==> src/csns_pkg.sv <==
package csns_pkg;

  // Slot geometry.
  localparam int SLOT_BYTES = 32;
  localparam int SLOT_COUNT = 2;
  localparam int FILE_LIMIT = SLOT_BYTES * SLOT_COUNT;
  localparam int CNT_W      = $clog2(FILE_LIMIT + 1);
  localparam int OFF_W      = $clog2(SLOT_BYTES);

  // Byte offsets inside one slot.
  localparam logic [OFF_W-1:0] OFF_MAGIC     = OFF_W'(4);
  localparam logic [OFF_W-1:0] OFF_VERSION   = OFF_W'(5);
  localparam logic [OFF_W-1:0] OFF_SEQUENCE  = OFF_W'(8);
  localparam logic [OFF_W-1:0] OFF_TERM      = OFF_W'(16);
  localparam logic [OFF_W-1:0] OFF_VOTE      = OFF_W'(24);
  localparam logic [OFF_W-1:0] OFF_RESERVED  = OFF_W'(28);
  localparam logic [OFF_W-1:0] OFF_SLOT_LAST = OFF_W'(SLOT_BYTES - 1);

  // Configuration register file.
  localparam int REG_W     = 8;
  localparam int CFG_IDX_W = 1;
  localparam logic [CFG_IDX_W-1:0] REG_MAGIC   = 1'b0;
  localparam logic [CFG_IDX_W-1:0] REG_VERSION = 1'b1;

  // Result codes.
  localparam logic STATUS_OK      = 1'b0;
  localparam logic STATUS_CORRUPT = 1'b1;

  // CRC32C, reflected form.
  localparam logic [31:0] CRC_POLY = 32'h82F6_3B78;
  localparam logic [31:0] CRC_INIT = 32'hFFFF_FFFF;

  // One byte of the reflected CRC32C update.
  function automatic logic [31:0] crc32c_byte(input logic [31:0] crc, input logic [7:0] b);
    logic [31:0] c;
    c = crc ^ {24'd0, b};
    for (int i = 0; i < 8; i++) begin
      c = c[0] ? ((c >> 1) ^ CRC_POLY) : (c >> 1);
    end
    return c;
  endfunction

endpackage

==> src/checked_slot_newest_selector_unit.sv <==
// Reads a state file one byte per transfer and splits it into whole 32-byte
// slots; only the first SLOT_COUNT slots are examined and later bytes are
// ignored. A slot is valid when its magic and version bytes match the
// configured values and its little-endian CRC32C in bytes 0..3 matches the
// CRC32C of bytes 4..31. The valid slot with the highest sequence wins, the
// earlier one on a tie. The byte marked tlast produces one result: tuser is
// 0 (ok) with the chosen sequence, term and vote, or 1 (corrupt) with zeros.
// The block takes one byte every cycle while not stalled; a byte passes an
// input register and the per-byte CRC, capture and selection logic, and the
// result for a last byte is registered in the result register. Input stalls
// only while a finished result waits on the output and another last byte is
// queued behind it. Configuration writes belong between files.
module checked_slot_newest_selector_unit (
  input  logic                          clk_i,
  input  logic                          rst_ni,
  // Configuration write port.
  input  logic                          cfg_we_i,
  input  logic [csns_pkg::CFG_IDX_W-1:0] cfg_index_i,
  input  logic [csns_pkg::REG_W-1:0]    cfg_data_i,
  // Input byte stream.
  input  logic                          s_axis_tvalid,
  output logic                          s_axis_tready,
  input  logic [7:0]                    s_axis_tdata,   // [7:0] data_byte
  input  logic                          s_axis_tlast,   // last_byte
  // Result stream.
  output logic                          m_axis_tvalid,
  input  logic                          m_axis_tready,
  output logic [159:0]                  m_axis_tdata,   // [63:0] sequence_res,
                                                        // [127:64] term,
                                                        // [159:128] vote
  output logic                          m_axis_tuser    // status
);
  import csns_pkg::*;

  // Configuration registers.
  logic [REG_W-1:0] magic_q, version_q;

  // Input register.
  logic       in_valid_q, in_last_q;
  logic [7:0] in_byte_q;
  logic       advance;

  // File and slot state.
  logic [CNT_W-1:0] count_q, count_d;
  logic [31:0]      crc_q, crc_d;
  logic [3:0][7:0]  stored_q, stored_d;
  logic             hdr_ok_q, hdr_ok_d;
  logic [7:0][7:0]  seq_q, seq_d;
  logic [7:0][7:0]  term_q, term_d;
  logic [3:0][7:0]  vote_q, vote_d;
  logic             best_found_q, best_found_d;
  logic [63:0]      best_seq_q, best_seq_d;
  logic [63:0]      best_term_q, best_term_d;
  logic [31:0]      best_vote_q, best_vote_d;

  // Result register.
  logic         out_valid_q;
  logic         status_q;
  logic [159:0] out_data_q;

  logic [OFF_W-1:0] off;
  logic             in_range;
  logic             slot_valid;

  // The input register advances unless its last byte would overwrite a waiting result.
  assign advance       = in_valid_q & (~in_last_q | ~out_valid_q | m_axis_tready);
  assign s_axis_tready = ~in_valid_q | advance;

  assign off      = count_q[OFF_W-1:0];
  assign in_range = (count_q < CNT_W'(FILE_LIMIT));

  // Configuration writes.
  always_ff @(posedge clk_i or negedge rst_ni) begin
    if (!rst_ni) begin
      magic_q   <= '0;
      version_q <= '0;
    end else if (cfg_we_i) begin
      case (cfg_index_i)
        REG_MAGIC:   magic_q   <= cfg_data_i;
        REG_VERSION: version_q <= cfg_data_i;
        default: ;
      endcase
    end
  end

  // Input register.
  always_ff @(posedge clk_i or negedge rst_ni) begin
    if (!rst_ni) begin
      in_valid_q <= 1'b0;
    end else if (s_axis_tready) begin
      in_valid_q <= s_axis_tvalid;
    end
  end

  always_ff @(posedge clk_i) begin
    if (s_axis_tready && s_axis_tvalid) begin
      in_byte_q <= s_axis_tdata;
      in_last_q <= s_axis_tlast;
    end
  end

  // Per-byte slot processing: capture, CRC, header check and slot selection.
  // Every captured byte is rewritten inside each slot, so only the CRC and the
  // header flag restart at the magic byte.
  always_comb begin
    count_d      = count_q;
    crc_d        = crc_q;
    stored_d     = stored_q;
    hdr_ok_d     = hdr_ok_q;
    seq_d        = seq_q;
    term_d       = term_q;
    vote_d       = vote_q;
    best_found_d = best_found_q;
    best_seq_d   = best_seq_q;
    best_term_d  = best_term_q;
    best_vote_d  = best_vote_q;
    slot_valid   = 1'b0;

    if (in_range) begin
      if (off < OFF_MAGIC) begin
        stored_d[off[1:0]] = in_byte_q;
      end else begin
        crc_d = crc32c_byte((off == OFF_MAGIC) ? CRC_INIT : crc_q, in_byte_q);
      end

      if (off == OFF_MAGIC) begin
        hdr_ok_d = (in_byte_q == magic_q);
      end else if (off == OFF_VERSION) begin
        hdr_ok_d = hdr_ok_q & (in_byte_q == version_q);
      end

      if (off >= OFF_SEQUENCE && off < OFF_TERM) begin
        seq_d[off[2:0]] = in_byte_q;
      end else if (off >= OFF_TERM && off < OFF_VOTE) begin
        term_d[off[2:0]] = in_byte_q;
      end else if (off >= OFF_VOTE && off < OFF_RESERVED) begin
        vote_d[off[1:0]] = in_byte_q;
      end

      // Closing byte of a slot: check it and keep it if it is newer.
      if (off == OFF_SLOT_LAST) begin
        slot_valid = hdr_ok_q && (stored_q == ~crc_d);
        if (slot_valid && (!best_found_q || seq_q > best_seq_q)) begin
          best_found_d = 1'b1;
          best_seq_d   = seq_q;
          best_term_d  = term_q;
          best_vote_d  = vote_q;
        end
      end

      count_d = count_q + CNT_W'(1);
    end
  end

  // File state; a last byte rewinds it for the next file.
  always_ff @(posedge clk_i or negedge rst_ni) begin
    if (!rst_ni) begin
      count_q      <= '0;
      best_found_q <= 1'b0;
    end else if (advance) begin
      count_q      <= in_last_q ? '0 : count_d;
      best_found_q <= in_last_q ? 1'b0 : best_found_d;
    end
  end

  always_ff @(posedge clk_i) begin
    if (advance) begin
      crc_q       <= crc_d;
      stored_q    <= stored_d;
      hdr_ok_q    <= hdr_ok_d;
      seq_q       <= seq_d;
      term_q      <= term_d;
      vote_q      <= vote_d;
      best_seq_q  <= best_seq_d;
      best_term_q <= best_term_d;
      best_vote_q <= best_vote_d;
    end
  end

  // Result register.
  always_ff @(posedge clk_i or negedge rst_ni) begin
    if (!rst_ni) begin
      out_valid_q <= 1'b0;
    end else if (advance && in_last_q) begin
      out_valid_q <= 1'b1;
    end else if (m_axis_tready) begin
      out_valid_q <= 1'b0;
    end
  end

  always_ff @(posedge clk_i) begin
    if (advance && in_last_q) begin
      if (best_found_d) begin
        status_q   <= STATUS_OK;
        out_data_q <= {best_vote_d, best_term_d, best_seq_d};
      end else begin
        status_q   <= STATUS_CORRUPT;
        out_data_q <= '0;
      end
    end
  end

  assign m_axis_tvalid = out_valid_q;
  assign m_axis_tdata  = out_data_q;
  assign m_axis_tuser  = status_q;

  // The byte counter saturates at the file limit.
  a_count_bound: assert property (@(posedge clk_i) disable iff (!rst_ni)
    count_q <= CNT_W'(FILE_LIMIT))
    else $error("byte counter ran past the file limit");

  // Input stalls only for a queued last byte behind a waiting result.
  a_stall_cause: assert property (@(posedge clk_i) disable iff (!rst_ni)
    !s_axis_tready |-> (in_valid_q && in_last_q && out_valid_q && !m_axis_tready))
    else $error("input stalled without a blocked result");

  // A processed last byte rewinds the file state.
  a_file_rewind: assert property (@(posedge clk_i) disable iff (!rst_ni)
    (advance && in_last_q) |=> (count_q == '0 && !best_found_q))
    else $error("file state not cleared after last byte");

  // A result appears only from a processed last byte.
  a_result_source: assert property (@(posedge clk_i) disable iff (!rst_ni)
    $rose(out_valid_q) |-> $past(advance && in_last_q))
    else $error("result raised without a last byte");

endmodule
==> config.mk <==
export PLATFORM = sky130hd
export DESIGN_NAME = checked_slot_newest_selector_unit
export DESIGN_NICKNAME = d
export VERILOG_FILES = /design/src/csns_pkg.sv /design/src/checked_slot_newest_selector_unit.sv
export SDC_FILE = /design/constraint.sdc
export NUM_CORES = 1
export LEC_CHECK = 0
export BUFFER_PORTS_ARGS = -buffer_cell sky130_fd_sc_hd__buf_2
export CAP_MARGIN = 20
export CORE_ASPECT_RATIO = 0.6
export CORE_MARGIN = 10
export CORE_UTILIZATION = 30
export CTS_BUF_LIST = sky130_fd_sc_hd__clkbuf_4 sky130_fd_sc_hd__clkbuf_8
export DETAILED_ROUTE_END_ITERATION = 16
export GPL_TIMING_DRIVEN = 0
export PLACE_DENSITY = 0.57
export REMOVE_ABC_BUFFERS = 1
export SYNTH_ARGS = -nofsm -noshare
export SYNTH_HDL_FRONTEND = slang
export SYNTH_SLANG_ARGS = --single-unit
==> constraint.sdc <==
create_clock -name clk_i -period 9.4 [get_ports clk_i]
set_clock_uncertainty 0.05 [all_clocks]
set_input_delay 1.88 -clock clk_i [delete_from_list [all_inputs] [get_ports clk_i]]
set_output_delay 1.88 -clock clk_i [all_outputs]
set_load 0.01 [all_outputs]
# After elaboration in Yosys (flattened, before gate mapping)
# Cells that the tools add are included.
# classes
mux,39
n_eq_ne,6
bitwise,21
n_div,0
n_reduce_logical,23
n_shift,0
n_mul,0
n_addsub,1
n_lt_le_gt_ge,13
# op_table
cell,n
$mux 32,14
$mux 64,6
$not 16->17,8
$bwmux 64,2
$bwmux 32,2
$gt 64x64->1,1
$eq 32x32->1,1
$not 32->32,1
$xor 32x8->32,1
$demux 8 s3,1
$demux 8 s2,1
$eq 8x8->1,2
$mux 8,2
$lt 5x5->1 const B,3
$mux 7,2
$eq 5x3->1 const B,2
$ge 5x5->1 const B,2
$logic_and 1x1->1,9
$mux 1,9
$reduce_and 3->1,3
$reduce_and 2->1,4
$add 7x1->7 const B,1
$lt 7x7->1 const B,1
$not 1->1,6
14 further kinds,19
# totals
mem_count,0
register_bits,581
ramBits,0
mem_bits_ro,0
latchBits,0
wordCells,142
inputBits,23
output_inout_bits,163

# Logic depth before layout (Yosys ltp)
# Gate-level depths: netlist of the first run.
# depth
depth_word,29
mapped_depth,16
ltp_nobuf,13

# Worst setup path after synthesis of the first run
# No wires, ideal clock.
# synth_path
kind,input -> register
from,in m_axis_tready
to,reg seq_q[32] (netlist name) (enable)
path_stages,9
n_path_buf,2
required_ns,8.967
setup_time_ns,0.383
setup_slack_ns,-0.397
t_arrival_ns,9.364
path_cell_list,inv_1 > nand3_1 > and2_1 > clkbuf_1 > nand2_1 > inv_1 > clkbuf_1 > nand3_1 > nor3_1
# synth_between
elab_chain_len,3
# synth_lines
element,line_no,rtl
start: declaration,checked_slot_newest_selector_unit.sv:27,"input logic m_axis_tready,"
$or 1x1->1,checked_slot_newest_selector_unit.sv:66,assign advance = in_valid_q & (~in_last_q | ~out_valid_q | m_axis_tready);
$and 1x1->1,checked_slot_newest_selector_unit.sv:66,
named net advance,checked_slot_newest_selector_unit.sv:41,logic advance;
$reduce_and 3->1 (no source line),--,
end signal: assignment,checked_slot_newest_selector_unit.sv:171,seq_q <= seq_d;
end: declaration,checked_slot_newest_selector_unit.sv:48,"logic [7:0][7:0] seq_q, seq_d;"
# The timed path passes the listed nets, and every way through them passes these cells.
# A chain may end at the register's enable or synchronous reset.

# Worst setup path after layout of the first run
# layout_path
from,reg crc_q[0]
to,"reg out_data_q[135], in the netlist m_axis_tdata[135], data pin"
# layout_between
elab_chain_len,24
word_cells_on_any_way,29
cone_classes,1 x eq/ne; 17 x mux; 9 x bitwise; 2 x reduce/logical
# layout_lines
element,line_no,rtl
start: declaration,checked_slot_newest_selector_unit.sv:45,"logic [31:0] crc_q, crc_d;"
start signal: assignment,checked_slot_newest_selector_unit.sv:168,crc_q <= crc_d;
$mux 32,checked_slot_newest_selector_unit.sv:123,"crc_d = crc32c_byte((off == OFF_MAGIC) ? CRC_INIT : crc_q, in_byte_q);"
$xor 32x8->32,csns_pkg.sv:36,"c = crc ^ {24'd0, b};"
$mux 32,csns_pkg.sv:38,c = c[0] ? ((c >> 1) ^ CRC_POLY) : (c >> 1);
$not 16->17 (no source line) or $mux 32 (tied branches),--,
$mux 32 or $not 16->17 (tied branches) (2 in a row),--,
$not 16->17 (no source line) or $mux 32 (tied branches),--,
$mux 32 or $not 16->17 (tied branches),--,
$not 16->17 (no source line) or $mux 32 (tied branches),--,
[... 7 more ...],--,
$mux 32 *,checked_slot_newest_selector_unit.sv:119,if (in_range) begin
$not 32->32 *,checked_slot_newest_selector_unit.sv:142,slot_valid = hdr_ok_q && (stored_q == ~crc_d);
$eq 32x32->1 *,checked_slot_newest_selector_unit.sv:142,
$logic_and 1x1->1 *,checked_slot_newest_selector_unit.sv:142,
$logic_and 1x1->1 *,checked_slot_newest_selector_unit.sv:143,if (slot_valid && (!best_found_q || seq_q > best_seq_q)) begin
$mux 32 or $mux 1 (tied branches),checked_slot_newest_selector_unit.sv:143,
$mux 32 or $mux 1 (tied branches),checked_slot_newest_selector_unit.sv:141,if (off == OFF_SLOT_LAST) begin
$mux 32 or $mux 1 (tied branches),checked_slot_newest_selector_unit.sv:119,
end signal: assignment,checked_slot_newest_selector_unit.sv:195,"out_data_q <= {best_vote_d, best_term_d, best_seq_d};"
end: declaration,checked_slot_newest_selector_unit.sv:59,logic [159:0] out_data_q;
# Every way passes the cells marked *; elsewhere a longest branch is shown, timed or not. The select of a mux whose other input is x is not followed.

==> results of run 1 <==
[kinds of logic after synthesis]
| group | Yosys count | synth area share |
|---|---|---|
| muxes | 25 | 0.009748 |
| DFF | 581 | 0.6160 |
| adders and majority gates | 69 | 0.03071 |
| and+or+nand+nor | 607 | 0.1035 |
| buffers and inverters | 214 | 0.03521 |
| AOI/OAI and AO/OA | 498 | 0.1135 |
| xor gates and xnor gates | 209 | 0.09124 |
[through the flow]
| step | instances | cell area, um^2 |
|---|---|---|
| after detailed placement | 3545 | 31290 |
| after CTS | 3697 | 32970 |
| after global placement | 3482 | 29870 |
| final | 3703 | 33020 |
| after floorplan | 2065 | 27410 |
| after global routing | 3702 | 33020 |
[state kept, by name, indices dropped and copies added, names as in the netlist]
signal / count
best_found_q: 1
best_seq_q: 64
best_term_q: 64
best_vote_q: 32
count_q: 7
crc_q: 32
hdr_ok_q: 1
in_byte_q: 8
in_last_q: 1
in_valid_q: 1
m_axis_tdata: 160
m_axis_tuser: 1
m_axis_tvalid: 1
magic_q: 8
seq_q: 64
stored_q: 32
term_q: 64
version_q: 8
vote_q: 32
[power groups by stage]
stage,Clock [W],Combinational [W],Sequential [W]
3_3_place_gp,0,0.00330,0.00339
3_5_place_dp,0,0.00353,0.00333
6_report,0.00210,0.00366,0.00328
2_1_floorplan,0,0.00241,0.00327
4_1_cts,0.00216,0.00356,0.00328
5_1_grt,0.00227,0.00389,0.00330
[final timing paths]
check	startpoint	end	cells after the start
setup / recovery	crc_q[0]	m_axis_tdata[135]	13
setup reg to reg	crc_q[0]	m_axis_tdata[135]	13
hold reg to reg	magic_q[6]	magic_q[6]	1
max in group asynchronous	rst_ni	count_q[0]	1
hold / removal	magic_q[6]	magic_q[6]	1
min in group asynchronous	rst_ni	version_q[4]	1
[routing by layer]
layer / GRT usage / vias up / wire, um
li1: - / 8603 / -
met1: 0.2242 / 9358 / 39810
met2: 0.2151 / 791 / 34990
met3: 0.04422 / 119 / 7495
met4: 0.03774 / 2 / 1529
met5: 0 / - / 57
[cells in the mapped netlist (5+ instances only)]
master and count:
a211o_1 5, a211oi_1 10, a21o_1 13, a21oi_1 46, a221oi_1 5, a31oi_1 9, and2_1 13, and3_1 13
buf_1 17, buf_2 35, buf_4 10, buf_6 14, clkbuf_1 62, dfrtp_1 26, edfxtp_1 555, ha_1 69
inv_1 75, mux2_2 19, mux2i_1 6, nand2_1 214, nand2b_1 10, nand3_1 181, nand4_1 32, nor2_1 76
nor2b_1 7, nor3_1 20, nor4_1 11, o2111ai_1 5, o211ai_1 9, o21ai_0 106, o21ai_1 143, o21ai_2 100
o31ai_1 5, or3_1 5, xnor2_1 120, xnor3_1 37, xor2_1 36, xor3_1 10
[area by class of cell]
cell class              count  area, um^2
diodes                      2       5.005
clock buffers             116        1434
clock inverters            36       249.0
fillers                  8975       59310
inverters                  76       285.3
multi-input cells        1408        9844
flip-flops and latches    581       17320
well taps                1232        1541
repair buffers            252        2342
==> out/metrics.yaml, run 1 <==
run_status:
  status: "complete, no violations"
detailed_routing:
  routed-via-count: 18870
  drtPass1Iterations: 5
  ant_nets: 0
  wirelength_um: 83880
  drtIter0Drc: 1820
  drc: 0
  wl_per_cell_um: 22.65
  avgViaCountPerCell: 5.097
yosys:
  syn_inst: 2203
  synth_area_leaders: "edfxtp_1 59%, xnor2_1 3.7%, nand3_1 3.2%, o21ai_2 3.1%, ha_1 3.1%"
  synth_area_um2: 28110
  ys_types: 79
  synth_edf_count: 555
  synthArstFlopShare: 0.04475
  synth_flop_cell: "edfxtp_1"
  synth_top_area_frac: 0.5929
  yosys.area.top_type: "edfxtp_1"
  ys_seq_area_frac: 0.6160
  yosys_register_bits: 581
  syn-mean-instance-area_um2: 12.76
  yosys_warnings: 0
floorplan:
  die_h_um: 257.1
  die_area_um2: 106700
  io_pins: 186
  num_rows: 86
  initial_core_util: 0.3045
  die_w_um: 415.2
  core_um2: 92320
placed_design:
  io_buffers: 185
  dp_hpwl_um: 57620
  gp_congestion: 0.9010
  pre_cts_slack_ps: 2288
clock_network:
  post-cts-setup-buffers: 0
  cts_sinks: 581
  clk_pin_slew_ps: 70
  cts.repair.resized: 0
  htreeDepth: 3
  clockBufferDepth: 3
  cts_tree: "built"
  cts_buffers: 87
  cts_hold_buffers: 0
  clockRootBuffer: "clkbuf_8"
  worstSkewPairLatency_ps: 780
grt:
  grt_pass1_vias: 18690
  antenna_found_initial: 3
  overflow: 0
  grt_max_degree: 67
  grt_first_pass_wirelength_um: 123800
  grt_use_total: 0.1520
timing:
  setup_slack_ps: 2434
  report.final.slew_viol_count: 0
  fin_crit_sh: 0.7410
  fmax_ghz: 0.1436
  slew_headroom: 0.2367
  rsz0062_at_grt: "false"
  timing.hold.ws_ps: 479.5
  hold_violations: 0
  setup_viol: 0
  tns_ps: 0
  worst_pin_slew_ps: 1145
  period_needed_ps: 6966
power:
  internal_power_w: 0.005613
  pwr-share-comb: 0.405
  power_density_nw_per_um2: 273.9
  p_switching_w: 0.003431
  p_clk_frac: 0.232
  p_seq_frac: 0.363
  power.share.switching: 0.3793
  p_leak_nw: 12.12
  power.total_w: 0.009044
  ir_drop_v: 0.0001533
setup_path:
  reg2reg_slack_ps: 2430
  arrival_ps: 7400
  critPathTopFamily: "compound AO/OA/AOI/OAI gates"
  crit_slowest_cell: "edfxtp_1"
  cp-start-kind: "register"
  cp_num_buf_inv: 3
  cp_cell_sequence: "xor3_1 -> a21oi_1 -> o21ai_0 -> a31o_1 -> o41ai_1 -> nand4_1 -> nor4_4 -> nand4_4 -> buf_16 -> buf_16 -> buf_16 -> o21ai_0 -> o21ai_1"
  required_ps: 9830
  critical_path_class: "reg2reg"
  cpMostUsedCell: "buf_16"
  end_kind: "register"
  worstPathMaxFanout: 38
  critPathMaxStageDelay_ps: 1110
final_layout:
  final_nets: 2498
  layout_common_cells: "555 x edfxtp_1, 214 x nand2_1, 188 x buf_2"
  synthToLayoutAreaGrowth_pct: 17.46
  final_common_cell: "edfxtp_1"
  post-route-util: 0.3576
  drive_gt1_frac: 0.2187
flow_run:
  cap_violations: 0
worst_hold_path:
  min_path_type: "reg2reg"
Power figures use the tool's default switching activity.
==> run 2: changes to the inputs <==
==> constraint.sdc (replaced) <==
create_clock -name clk_i -period 6.7 [get_ports clk_i]
set_clock_uncertainty 0.05 [all_clocks]
set_input_delay 1.34 -clock clk_i [delete_from_list [all_inputs] [get_ports clk_i]]
set_output_delay 1.34 -clock clk_i [all_outputs]
set_load 0.01 [all_outputs]
==> out/metrics.yaml, run 2 (synthesis results as in run 1) <==
clock_network:
  clk_pin_slew_ps: 70
  cts_sinks: 581
  htreeDepth: 3
  cts_tree: "built"
  clockBufferDepth: 3
  clockRootBuffer: "clkbuf_8"
  worstSkewPairLatency_ps: 780
  cts_buffers: 87
timing:
  worst_pin_slew_ps: 1097
  fmax_ghz: 0.1540
  hold_violations: 0
  setup_viol: 0
  fin_crit_sh: 0.9692
  report.final.slew_viol_count: 0
  tns_ps: 0
  rsz0062_at_grt: "false"
  period_needed_ps: 6494
  slew_headroom: 0.2662
floorplan:
  die_w_um: 415.2
  die_area_um2: 106700
  io_pins: 186
  core_um2: 92320
  die_h_um: 257.1
  initial_core_util: 0.3045
  num_rows: 86
power:
  p_leak_nw: 12.15
  ir_drop_v: 0.0002121
  power_density_nw_per_um2: 387.6
final_layout:
  final_common_cell: "edfxtp_1"
  synthToLayoutAreaGrowth_pct: 17.84
  design_area_um2: 33120
  layout_common_cells: "555 x edfxtp_1, 214 x nand2_1, 188 x buf_2"
  drive_gt1_frac: 0.2239
  finalNonFillerCells: 3707
  num-fill-cells: 8974
  final_nets: 2503
  largest_register_ffs: 160
detailed_routing:
  drtPass1Iterations: 5
  drtIter0Drc: 1784
  wl_per_cell_um: 23.11
  avgViaCountPerCell: 5.148
  wirelength_um: 85680
  ant_nets: 0
  drc: 0
  routed-via-count: 19090
worst_hold_path:
  hold_path_end: "version_q[6]"
  min_from: "version_q[6]"
  whs_path_depth: 1
  min_path_type: "reg2reg"
setup_path:
  r2r-end: "m_axis_tdata[135]"
  cp_num_buf_inv: 3
  required_ps: 7130
  end_kind: "register"
  critical_path_class: "reg2reg"
  reg2reg_slack_ps: 210
  r2r-start: "count_q[4]"
  crit_start: "count_q[4]"
  arrival_ps: 6930
  critPathTopFamily: "simple AND/OR/NAND/NOR gates"
  cp_cell_sequence: "or4_1 -> nor2_4 -> nor2_1 -> xnor2_1 -> a221oi_1 -> o2111ai_1 -> a2111oi_4 -> nand4_4 -> buf_16 -> buf_16 -> buf_16 -> o21ai_0 -> o21ai_1"
  reg2reg_depth: 13
  crit_slowest_cell: "or4_1"
  cp-start-kind: "register"
  worstPathMaxFanout: 38
  cpMostUsedCell: "buf_16"
  critPathMaxStageDelay_ps: 910
placed_design:
  place_inst: 3545
  io_buffers: 185
  dp_hpwl_um: 57620
  post_dp_cell_area_um2: 31290
  gp_congestion: 0.9010
grt:
  overflow: 0
  grt_use_total: 0.1523
  antenna_found_initial: 4
  grt_pass1_vias: 18720
  grt_max_degree: 67
  grt_first_pass_wirelength_um: 124000
run_status:
  status: "complete, no violations"
flow_run:
  cap_violations: 0
## run 2: per-stage QoR
step | hold WS, ps | util | power [W] | setup slack, ps
4_1_cts | 482.2 | 0.3574 | 0.01264 | 90.23
3_5_place_dp | 467.4 | 0.3389 | 0.009626 | -412.5
5_1_grt | 506.7 | 0.3588 | 0.01340 | 47.11
3_3_place_gp | 461.4 | 0.3236 | 0.009347 | -12420
2_1_floorplan | 449.5 | - | 0.007966 | -2582
6_report | 478.9 | 0.3588 | 0.01284 | 206.5
## run 2: final cells by class
| type | instances | area [um^2] | area share |
|---|---|---|---|
| diodes | 1 | 2.502 | 0.00007555 |
| inverters | 76 | 286.5 | 0.008650 |
| clock buffers | 116 | 1434 | 0.04329 |
| clock inverters | 36 | 249.0 | 0.007517 |
| repair buffers | 255 | 2354 | 0.07105 |
| flip-flops and latches | 581 | 17320 | 0.5228 |
| well taps | 1232 | 1541 | 0.04654 |
| multi-input cells | 1410 | 9940 | 0.3001 |
## run 2: how the worst max path moves through the flow
stage / to / slack (ps) / cells past startpoint
5_1_grt: m_axis_tdata[135] / 50 / 13
3_5_place_dp: m_axis_tdata[135] / -410 / 13
4_1_cts: m_axis_tdata[135] / 90 / 13
3_3_place_gp: m_axis_tdata[48] / -12420 / 8
6_report: m_axis_tdata[135] / 210 / 13
2_1_floorplan: m_axis_tdata[0] / -2580 / 9
## run 2: metal layers
| layer | global-route usage | share of wire | up-vias |
|---|---|---|---|
| met3 | 0.04248 | 0.10 | 127 |
| met5 | 0.003661 | 0.00064 | - |
| met2 | 0.2163 | 0.42 | 853 |
| met1 | 0.2242 | 0.46 | 9476 |
| met4 | 0.03941 | 0.017 | 2 |
| li1 | - | - | 8627 |
## run 2: repair_timing
| item | in CTS | in global routing |
|---|---|---|
| hold buffers | 0 | 0 |
| gates resized for setup | 2 | 11 |
| cloned | 0 | 2 |
| setup endpoints to repair | 149 | 100 |
| pin swaps | 1 | 4 |
| setup buffers | 3 | 3 |
## run 2: power by group
part,leakage (nW),internal (W),total [W],switching [W]
logic,6.17,0.00222,0.00530,0.00308
registers,5.09,0.00424,0.00459,0.000352
clock network,0.887,0.00144,0.00295,0.00150
